## config.mk

```make
export PLATFORM = sky130hd
export DESIGN_NAME = wildcard_byte_pattern_scan
export DESIGN_NICKNAME = d
export VERILOG_FILES = /design/src/rtl/wbps_pkg.sv /design/src/rtl/wildcard_byte_pattern_scan.sv /design/src/rtl/wbps_cfg_regs.sv /design/src/rtl/wbps_cell.sv
export SDC_FILE = /design/constraint.sdc
export NUM_CORES = 2
export LEC_CHECK = 0
export ABC_AREA = 1
export BUFFER_PORTS_ARGS = -buffer_cell sky130_fd_sc_hd__buf_2
export CORE_MARGIN = 1.5
export CORE_UTILIZATION = 40
export CTS_BUF_LIST = sky130_fd_sc_hd__clkbuf_16
export DETAILED_ROUTE_END_ITERATION = 12
export PLACE_DENSITY_LB_ADDON = 0.12
export SLEW_MARGIN = 20
export SYNTH_ARGS = -nofsm -noshare
export SYNTH_HDL_FRONTEND = slang
export SYNTH_SLANG_ARGS = --single-unit
```

## constraint.sdc

```tcl
create_clock -name clock -period 5.7 [get_ports clock]
set_input_delay 0.57 -clock clock [delete_from_list [all_inputs] [get_ports clock]]
set_output_delay 0.57 -clock clock [all_outputs]
set_load 0.005 [all_outputs]
```

## src/rtl/wbps_pkg.sv

```systemverilog
`timescale 1ns / 1ps
// Shared types and constants for the wildcard byte pattern scanner.
// Used by the register block, the window cells, the top level and the checker.
package wbps_pkg;

   localparam int PatternMaxDefault = 32;
   localparam int OffsetBitsDefault = 32;
   localparam int PatternBytes      = 32;
   localparam int LenBits           = 6;
   localparam int WordBits          = 64;
   localparam int MaskBits          = 32;
   localparam int CsrIndexBits      = 3;
   localparam int OutOffsetBits     = 32;

   typedef enum logic [CsrIndexBits-1:0] {
      CSR_PATTERN_LENGTH = 3'd0,
      CSR_PATTERN_WORD_0 = 3'd1,
      CSR_PATTERN_WORD_1 = 3'd2,
      CSR_PATTERN_WORD_2 = 3'd3,
      CSR_PATTERN_WORD_3 = 3'd4,
      CSR_WILDCARD_MASK  = 3'd5
   } csr_index_type;

   localparam logic RSP_FOUND     = 1'b0;
   localparam logic RSP_NOT_FOUND = 1'b1;

   typedef struct packed {
      logic [LenBits-1:0]                active_len;
      logic [PatternBytes-1:0][7:0]      pattern;
      logic [MaskBits-1:0]               wild;
   } scan_cfg_type;

endpackage

```

## src/rtl/wildcard_byte_pattern_scan.sv

```systemverilog
`timescale 1ns / 1ps
// Wildcard byte pattern scanner, top level.
// Depends on wbps_pkg, wbps_cfg_regs and wbps_cell.
//
// Usage:
//   The req channel takes one image byte per word, with req_final_byte set
//   on the last byte of an image. The rsp channel gives at most one word per
//   image: status found with the offset of the first matching byte, or status
//   not found (offset 0) when the final byte arrives without a match.
//   The csr port loads pattern length, four pattern words and the wildcard
//   mask; write it only while no image is in flight.
//   Throughput is one byte per cycle while req_stall is low: a row of PATTERN_MAX cells shifts the
//   window and every cell compares in parallel in the accept cycle.
//   The rsp word appears in the cycle after its byte is accepted.
//   The rsp word sits in an output register; req_stall rises only while that
//   register is full and the receiver stalls it, so a new byte is taken in
//   the same cycle the pending word is drained.
//   Reset (synchronous) empties the output register, clears the window,
//   byte count and match flag, and loads length 1, zero pattern and mask.
module wildcard_byte_pattern_scan #(
   parameter int PATTERN_MAX = wbps_pkg::PatternMaxDefault,
   parameter int OFFSET_BITS = wbps_pkg::OffsetBitsDefault
) (
   input  logic                                 clock,
   input  logic                                 reset,
   input  logic                                 req_valid,
   output logic                                 req_stall,
   input  logic [7:0]                           req_image_byte,
   input  logic                                 req_final_byte,
   output logic                                 rsp_valid,
   input  logic                                 rsp_stall,
   output logic                                 rsp_status,
   output logic [wbps_pkg::OutOffsetBits-1:0]   rsp_match_offset,
   input  logic                                 csr_write_enable,
   input  logic [wbps_pkg::CsrIndexBits-1:0]    csr_index,
   input  logic [wbps_pkg::WordBits-1:0]        csr_write_data
);

   localparam int OutW = wbps_pkg::OutOffsetBits;

   wbps_pkg::scan_cfg_type cfg;

   logic [PATTERN_MAX-1:0][7:0] win;
   logic [PATTERN_MAX-1:0]      eq;

   logic                   accept;
   logic                   clear_win;
   logic [OFFSET_BITS-1:0] count_ff;
   logic [OFFSET_BITS-1:0] count_in;
   logic                   reported_ff;
   logic                   reported_in;
   logic [OFFSET_BITS-1:0] len_m1;
   logic [OFFSET_BITS-1:0] offset;
   logic                   hit;
   logic                   miss;
   logic                   rsp_valid_ff;
   logic                   rsp_valid_in;
   logic                   rsp_status_ff;
   logic [OutW-1:0]        rsp_offset_ff;

   wbps_cfg_regs #(
      .PATTERN_MAX (PATTERN_MAX)
   ) u_cfg (
      .clock            (clock),
      .reset            (reset),
      .csr_write_enable (csr_write_enable),
      .csr_index        (csr_index),
      .csr_write_data   (csr_write_data),
      .cfg              (cfg)
   );

   assign req_stall = rsp_valid_ff && rsp_stall;
   assign accept    = req_valid && !req_stall;
   assign clear_win = reset || (accept && req_final_byte);

   // Row of window cells, newest byte enters cell 0
   for (genvar k = 0; k < PATTERN_MAX; k++) begin : g_cell
      logic [7:0] cell_in;
      if (k == 0) begin : g_head
         assign cell_in = req_image_byte;
      end else begin : g_body
         assign cell_in = win[k-1];
      end
      wbps_cell #(
         .IDX (k)
      ) u_cell (
         .clock    (clock),
         .clear    (clear_win),
         .shift_en (accept),
         .byte_in  (cell_in),
         .cfg      (cfg),
         .byte_out (win[k]),
         .eq       (eq[k])
      );
   end

   // Match decision for the byte being accepted
   assign len_m1 = OFFSET_BITS'(cfg.active_len) - OFFSET_BITS'(1);
   assign offset = count_ff - len_m1;
   assign hit    = !reported_ff && (count_ff >= len_m1) && (&eq);
   assign miss   = req_final_byte && !reported_ff && !hit;

   // Advance byte count and match flag; drop both at image end
   always_comb begin
      count_in    = count_ff;
      reported_in = reported_ff;
      if (accept) begin
         if (req_final_byte) begin
            count_in    = '0;
            reported_in = 1'b0;
         end else begin
            if (count_ff != '1) begin
               count_in = count_ff + OFFSET_BITS'(1);
            end
            reported_in = reported_ff || hit;
         end
      end
   end

   // Output register: load on a result, drop when taken
   always_comb begin
      rsp_valid_in = rsp_valid_ff;
      if (accept && (hit || miss)) begin
         rsp_valid_in = 1'b1;
      end else if (!rsp_stall) begin
         rsp_valid_in = 1'b0;
      end
   end

   always_ff @(posedge clock) begin
      if (reset) begin
         count_ff     <= '0;
         reported_ff  <= 1'b0;
         rsp_valid_ff <= 1'b0;
      end else begin
         count_ff     <= count_in;
         reported_ff  <= reported_in;
         rsp_valid_ff <= rsp_valid_in;
      end
   end

   // Hold payload until a new result loads
   always_ff @(posedge clock) begin
      if (accept && (hit || miss)) begin
         rsp_status_ff <= hit ? wbps_pkg::RSP_FOUND : wbps_pkg::RSP_NOT_FOUND;
         rsp_offset_ff <= hit ? OutW'(offset) : '0;
      end
   end

   assign rsp_valid        = rsp_valid_ff;
   assign rsp_status       = rsp_status_ff;
   assign rsp_match_offset = rsp_offset_ff;

endmodule

```

## src/rtl/wbps_cfg_regs.sv

```systemverilog
`timescale 1ns / 1ps
// Configuration registers of the scanner: pattern length, pattern bytes, wildcard mask.
// Depends on wbps_pkg; hands a clamped view of the settings to the cells.
module wbps_cfg_regs #(
   parameter int PATTERN_MAX = wbps_pkg::PatternMaxDefault
) (
   input  logic                                 clock,
   input  logic                                 reset,
   input  logic                                 csr_write_enable,
   input  logic [wbps_pkg::CsrIndexBits-1:0]    csr_index,
   input  logic [wbps_pkg::WordBits-1:0]        csr_write_data,
   output wbps_pkg::scan_cfg_type               cfg
);

   logic [wbps_pkg::LenBits-1:0]       length_ff;
   logic [3:0][wbps_pkg::WordBits-1:0] words_ff;
   logic [wbps_pkg::MaskBits-1:0]      mask_ff;

   // Take register writes; unknown indexes drop
   always_ff @(posedge clock) begin
      if (reset) begin
         length_ff <= wbps_pkg::LenBits'(1);
         words_ff  <= '0;
         mask_ff   <= '0;
      end else if (csr_write_enable) begin
         unique case (csr_index)
            wbps_pkg::CSR_PATTERN_LENGTH: length_ff <= csr_write_data[wbps_pkg::LenBits-1:0];
            wbps_pkg::CSR_PATTERN_WORD_0: words_ff[0] <= csr_write_data;
            wbps_pkg::CSR_PATTERN_WORD_1: words_ff[1] <= csr_write_data;
            wbps_pkg::CSR_PATTERN_WORD_2: words_ff[2] <= csr_write_data;
            wbps_pkg::CSR_PATTERN_WORD_3: words_ff[3] <= csr_write_data;
            wbps_pkg::CSR_WILDCARD_MASK:  mask_ff <= csr_write_data[wbps_pkg::MaskBits-1:0];
            default: ;
         endcase
      end
   end

   // Clamp the length into 1..PATTERN_MAX
   always_comb begin
      if (length_ff == '0) begin
         cfg.active_len = wbps_pkg::LenBits'(1);
      end else if (length_ff > wbps_pkg::LenBits'(PATTERN_MAX)) begin
         cfg.active_len = wbps_pkg::LenBits'(PATTERN_MAX);
      end else begin
         cfg.active_len = length_ff;
      end
      cfg.pattern = words_ff;
      cfg.wild    = mask_ff;
   end

endmodule

```

## src/rtl/wbps_cell.sv

```systemverilog
`timescale 1ns / 1ps
// One window cell: holds one image byte, passes it on each accepted word,
// and checks the byte arriving into it against its pattern position. Uses wbps_pkg.
module wbps_cell #(
   parameter int IDX = 0
) (
   input  logic                    clock,
   input  logic                    clear,
   input  logic                    shift_en,
   input  logic [7:0]              byte_in,
   input  wbps_pkg::scan_cfg_type  cfg,
   output logic [7:0]              byte_out,
   output logic                    eq
);

   localparam logic [wbps_pkg::LenBits-1:0] IdxL = wbps_pkg::LenBits'(IDX);

   logic [7:0]                   byte_ff;
   logic [wbps_pkg::LenBits-1:0] pos_in_pattern;
   logic                         in_use;
   logic [4:0]                   sel;

   // Hold the window byte, advance on accept
   always_ff @(posedge clock) begin
      if (clear) begin
         byte_ff <= '0;
      end else if (shift_en) begin
         byte_ff <= byte_in;
      end
   end

   assign byte_out = byte_ff;

   // This cell lines up with pattern byte (length - 1 - IDX)
   assign in_use         = IdxL < cfg.active_len;
   assign pos_in_pattern = cfg.active_len - IdxL - wbps_pkg::LenBits'(1);
   assign sel            = pos_in_pattern[4:0];
   assign eq = !in_use || cfg.wild[sel] || (byte_in == cfg.pattern[sel]);

endmodule

```

### After elaboration in Yosys (flattened, before gate mapping)

Index checks and enable logic that the tools add are counted.

* word-level logic and storage cells: 469
* input bits: 81
* output and inout bits: 35
* flip-flop bits (word level): 609

* eq/ne operators: 39
* order comparisons: 66
* reductions and logical operators: 121
* $add $sub $neg: 65
* mux-type cells: 136

Operators with widths (number)
* 8-bit binary-select mux with 5-bit select: 32
* 8-bit == test: 32
* 8-bit 2-to-1 mux: 32
* 5-bit by 6-bit < comparator with 1-bit output, second input constant: 32
* 1-bit binary-select mux with 5-bit select: 32
* 5-bit by 1-bit subtractor with 5-bit output, second input constant: 32
* 5-bit by 6-bit < comparator with 1-bit output, first input constant: 16
* 5-bit subtractor, second input constant: 16
* 1-bit logical OR: 67
* 32-bit 2-to-1 mux: 2
* 4-bit by 6-bit < comparator with 1-bit output, first input constant: 8
* 5-bit by 4-bit subtractor with 5-bit output, second input constant: 8
* 1-bit 2-to-1 mux: 36
* 1-bit logical NOT: 35
* 32-bit by 1-bit adder with 32-bit output, second input constant: 1
* 32-bit >= comparator: 1
* 32-bit inequality test, second input constant: 1
* 32-bit AND reduction: 1
* 32-bit subtractor: 1
* 3-bit by 6-bit < comparator with 1-bit output, first input constant: 4
* 5-bit by 3-bit subtractor with 5-bit output, second input constant: 4
* 2-bit AND reduction: 7
* 1-bit by 6-bit < comparator with 1-bit output, first input constant: 2
* 2-bit by 6-bit < comparator with 1-bit output, first input constant: 2
* 12 further kinds: 23

### Longest topological paths before layout

* word-level depth: 16
* mapped depth: 34
* gate-level depth less buffers: 30

### Modules after synthesis

From an unflattened synthesis, not the netlist that was laid out.

* cells, all modules: 26998
* area total of the unflattened synthesis: 129880.8 um2

Modules (own cells, without submodules)
* wbps_cfg_regs: times used 1, area each 11661.2 um2, sequential area each 5885.6 um2, cells each 1708
* wildcard_byte_pattern_scan: times used 1, area each 5559.1 um2, sequential area each 1671.6 um2, cells each 842
* wbps_cell at g_cell[21].u_cell: times used 1, area each 3769.9 um2, sequential area each 160.2 um2, cells each 817
* wbps_cell at g_cell[14].u_cell: times used 1, area each 3764.9 um2, sequential area each 160.2 um2, cells each 830
* wbps_cell at g_cell[13].u_cell: times used 1, area each 3753.6 um2, sequential area each 160.2 um2, cells each 825
* wbps_cell at g_cell[25].u_cell: times used 1, area each 3728.6 um2, sequential area each 160.2 um2, cells each 839
* wbps_cell at g_cell[30].u_cell: times used 1, area each 3722.3 um2, sequential area each 160.2 um2, cells each 816
* wbps_cell at g_cell[17].u_cell: times used 1, area each 3698.5 um2, sequential area each 160.2 um2, cells each 821
* wbps_cell at g_cell[9].u_cell: times used 1, area each 3692.3 um2, sequential area each 160.2 um2, cells each 822
* wbps_cell at g_cell[29].u_cell: times used 1, area each 3658.5 um2, sequential area each 160.2 um2, cells each 823
* wbps_cell at g_cell[19].u_cell: times used 1, area each 3639.7 um2, sequential area each 160.2 um2, cells each 785
* wbps_cell at g_cell[1].u_cell: times used 1, area each 3633.5 um2, sequential area each 160.2 um2, cells each 830
* wbps_cell at g_cell[27].u_cell: times used 1, area each 3624.7 um2, sequential area each 160.2 um2, cells each 785
* wbps_cell at g_cell[11].u_cell: times used 1, area each 3617.2 um2, sequential area each 160.2 um2, cells each 783
* 20 more rows

### Least setup slack after synthesis

OpenSTA, ideal clock, no wires.

* kind: reg-to-reg
* start: reg u_cfg.length_ff[5] (netlist bit)
* end: reg rsp_offset_ff[0] (netlist: rsp_match_offset[0]), enable pin
* data required time: 5309 ps
* cell stages (with the launch flop): 26
* period minus slack after synthesis: 5583 ps
* arrival: 5192 ps
* slack: 117 ps
* library setup time: 391 ps
* path buffers: 4
* cells stage by stage: dfxtp_1 buf_6 inv_4 nand2_4 clkbuf_1 clkbuf_1 buf_1 ha_1 inv_1 nor2_1 nand2_1 ha_1 nand2_1 nor2_1 inv_1 o21bai_1 nand2_1 nand2_1 a21oi_1 o41ai_1 a21oi_1 nor2_1 nand2_1 nor2_2 nand3_1 nand2_1

* word-level cells in the longest chain between the ends: 15
* elaborated cells between the ends (all ways): 363
* classes of those cells: add/sub: 63; order compare: 34; eq/ne: 32; mux: 130; reduce/logical: 104

RTL lines
* start, declared: line wbps_cfg_regs.sv:15 `logic [wbps_pkg::LenBits-1:0] length_ff;`
* start signal, assigned: line wbps_cfg_regs.sv:22 `length_ff <= wbps_pkg::LenBits'(1);`
* start signal, assigned: line wbps_cfg_regs.sv:27 `wbps_pkg::CSR_PATTERN_LENGTH: length_ff <= csr_write_data[wbps_pkg::LenBits-1:0];`
* 6-bit greater-than comparator: line wbps_cfg_regs.sv:42 `end else if (length_ff > wbps_pkg::LenBits'(PATTERN_MAX)) begin`
* 6-bit 2-to-1 mux: line wbps_cfg_regs.sv:42
* 6-bit 2-to-1 mux *: line wbps_cfg_regs.sv:40 `if (length_ff == '0) begin`
* 5-bit by 1-bit subtractor with 5-bit output, or another cell as far along: line wbps_cell.sv:36 `assign pos_in_pattern = cfg.active_len - IdxL - wbps_pkg::LenBits'(1);`
* 5-bit by 1-bit subtractor with 5-bit output: line wbps_cell.sv:36
* 8-bit binary-select mux with 5-bit select / 1-bit binary-select mux with 5-bit select (equally long branches): line wbps_cell.sv:38 `assign eq = !in_use || cfg.wild[sel] || (byte_in == cfg.pattern[sel]);`
* 8-bit 2-to-1 mux (implied by the code) / 1-bit 2-to-1 mux (equally long branches): line wbps_cell.sv:38
* 8-bit == test / 1-bit logical OR (equally long branches): line wbps_cell.sv:38
* 1-bit logical OR: line wbps_cell.sv:38
* 32-bit AND reduction: line wildcard_byte_pattern_scan.sv:100 `assign hit = !reported_ff && (count_ff >= len_m1) && (&eq);`
* 1-bit logical AND *: line wildcard_byte_pattern_scan.sv:100
* 1-bit logical NOT: line wildcard_byte_pattern_scan.sv:101 `assign miss = req_final_byte && !reported_ff && !hit;`
* 1-bit logical AND: line wildcard_byte_pattern_scan.sv:101
* 1-bit logical OR *: line wildcard_byte_pattern_scan.sv:144 `if (accept && (hit || miss)) begin`
* 1-bit logical AND *: line wildcard_byte_pattern_scan.sv:144
* end signal, assigned: line wildcard_byte_pattern_scan.sv:146 `rsp_offset_ff <= hit ? OutW'(offset) : '0;`
* end, declared: line wildcard_byte_pattern_scan.sv:59 `logic [OutW-1:0] rsp_offset_ff;`

Mark *: on every way between the ends. The rest lies on a longest branch, timed or not. The select of a mux whose other input is x is not followed.
A chain may end at the register's enable or synchronous reset.

### Worst setup path in the final report

* start: reg u_cfg.length_ff[5] (netlist bit)
* end: reg rsp_offset_ff[9] (netlist: rsp_match_offset[9]), enable pin

Same word-level chain as after synthesis.

==> metrics.txt <==
cell count after synthesis=8256; Startpoint Class=flop; H-Tree Depth=3; Power Dens Cells=277 nW/um^2; input/output buffers=115; Crit Path Max Fanout=68; gpl congestion=1.20; Vias per Instance=6.03; Async S/R FF share, synth=0%; number of distinct library cells after synthesis=63; DRT Wirelength=282 mm; CP startpoint=u_cfg.length_ff[5]; RSZ-0062 raised after global routing=no; Syn Nets=8381; grt total ovfl=0; Synth area leader=dfxtp_1; Area contributors post-synth=dfxtp_1, nand2_1, nand3_1; number of flops mapped to enable cells by yosys=33; Post-CTS Setup Bufs=0; minimum clock period=5.63 ns; fraction of layout cells with a size suffix above 1=6.89%; CTS buffer count=76; worst rel slew slack=15.5%; Max IR drop VDD=0.232 mV; CTS tree=yes; full die area=120000 sq um; Arrival @ worst endpoint=6.00 ns; vias post-DR=59085; Worst Tran Pin Value=1.26 ns; Post-Syn Area=47200 sq um; LEAKAGE=0.0233 uW; average size of a mapped cell=5.72 sq um; Routed WL per cell=28.8 um; Die X=346 um; IO Count=116; setup_tns=0 ns; pin count of the biggest net entering global routing=174; post-DP HPWL=223 mm; flop and latch count out of synthesis=609; initial antenna violation count=24; final setup vio count=0; HP Start=reset; Placeable Area=117000 sq um; DR iter-0 viols=8619; Reg clk slew, reported paths=0.06 ns; Top FF cell, synth=dfxtp_1; skew final=0.0466 ns; type of the most critical hold path=in2reg; total iterations of the first detailed-routing run=7; DIE HEIGHT=346 um; root buffer cell=clkbuf_16; status=complete, no violations; WP data required=6.07 ns; Worst R2R Path Depth=25; row cnt=125; number of global-route vias before repair=52958; first-pass GRT wire length=392 mm; Final nets=8322; crit end category=flop; Crit Path Category=reg2reg; DRC viols=0; antenna viol nets, final=0; Slew Limit Fails=0; clk buf depth=3; layout overhead on the synthesized area=11.0%; CTS sink count=609; RR Endpoint=rsp_match_offset[9]; Ys Warns=0; Final Hold Viols=0; Total GRT Usage=45.7%; commonest non-fill, non-tap cell in the layout=nand2_1; reg-to-reg startpoint=u_cfg.length_ff[5]; most frequent cells in the layout=nand2_1, nand3_1, dfxtp_1; register area share after synthesis=26.5%; fmax=178 MHz; Initial Util=40.5%; Hold Path Sink=count_ff[1]; Synth top area share=24.4%; Tcrit/Tclk final=98.8%; clk_lat worst skew=0.71 ns; max-cap violations=0; Worst R2R Setup Slack=0.07 ns; FILL cells=12618; overall power=14500 uW; WHS Path Cells=2
worst max path at each step:
stage                     endpoint  slack, ns  depth (start not counted)
6_report       rsp_match_offset[9]       0.07                         25
5_1_grt        rsp_match_offset[8]      0.006                         24
4_1_cts        rsp_match_offset[4]       0.32                         25
3_5_place_dp   rsp_match_offset[0]       0.34                         25
3_3_place_gp   rsp_match_offset[2]       0.30                         25
2_1_floorplan  rsp_match_offset[0]       0.12                         25
synth_stat cells, drive strengths merged (3+ instances only):
cell,count
nand2,3001
nand3,1614
o21ai,690
a21oi,576
dfxtp,576
inv,550
nor2,309
clkbuf,278
buf,217
nand3b,105
o211ai,47
ha,43
xor2,38
edfxtp,33
nor3,27
xnor2,26
mux2i,24
nand4,17
or2,16
a211oi,9
clkinv,9
o22ai,8
a21o,5
nor3b,5
o21a,5
o21bai,4
o221a,4
a31oi,3
o221ai,3
worst max-delay path: stages, from the launching register on:
cell     delay (ns)
dfxtp_1        0.49
inv_4          0.10
nand2_2        0.13
nand2_8        0.22
ha_2           0.46
buf_12         0.40
nand3_1        0.28
o21ai_1        0.48
nand2_1        0.18
nand3_1        0.17
nand3_1        0.13
nand2_1        0.09
nand2_1        0.05
nand2_1        0.05
nand2_1        0.17
nor2_1         0.30
nand2_1        0.13
nand2_1        0.11
nand2_1        0.06
nor2_1         0.11
nand3_1        0.18
nor2_2         0.24
buf_12         0.15
nand3_1        0.12
nand2_1        0.18
buf_4          0.24
metal layers:
layer | GRT usage (%) | routed length, um | share of wire, % | up-vias
li1 | - | - | - | 27172
met1 | 54.8 | 105000 | 37 | 27375
met2 | 67.4 | 115000 | 41 | 3573
met3 | 11.0 | 30100 | 11 | 959
met4 | 41.9 | 31500 | 11 | 6
met5 | 0 | 46 | 0.016 | -
flip-flops by register name, summed over array words and instances, names as in the netlist:
signal	cells
rsp_valid	1
u_cfg.mask_ff	32
rsp_status	1
count_ff	32
g_cell.u_cell.byte_out	248
reported_ff	1
u_cfg.cfg	256
rsp_match_offset	32
u_cfg.length_ff	6
repair_timing:
item,in CTS,in global routing
setup endpoints to repair,0,33
hold buffers,0,0
resized for setup,0,5
hold endpoints to repair,0,0
logic make-up after synthesis:
group,synth area share (%)
simple gates,46.2
compound gates,15.1
buf+inv,9.04
flops,26.5
xor+xnor,1.39
fa+ha+maj,1.18
mux,0.509
metrics by stage:
stage	setup slack, ns	cell area (sq um)	hold WS (ns)	cells	utilization (%)
3_5_place_dp	0.342	49900	0.456	9643	42.8
3_3_place_gp	0.295	49900	0.448	9643	42.8
4_1_cts	0.317	52300	0.161	9780	44.9
6_report	0.0663	52400	0.163	9795	45.0
2_1_floorplan	0.117	47200	0.434	8256	-
5_1_grt	0.00602	52400	0.159	9782	44.9
power breakdown:
group	internal (uW)	switching [uW]
logic	1320	3820
clock network	2850	2100
registers	4380	67.8
layout make-up:
type / instances / area [sq um] / area share [%]
Tap cell: 1524 / 1910 / 3.64
Sequential cell: 609 / 12500 / 23.9
Inverter: 559 / 2120 / 4.05
Clock buffer: 81 / 2030 / 3.87
Clock inverter: 56 / 459 / 0.876
Antenna cell: 15 / 37.5 / 0.0716
Timing Repair Buffer: 358 / 2790 / 5.32
Multi-Input combinational cell: 6593 / 30500 / 58.3
Power figures use the tool's default switching activity.
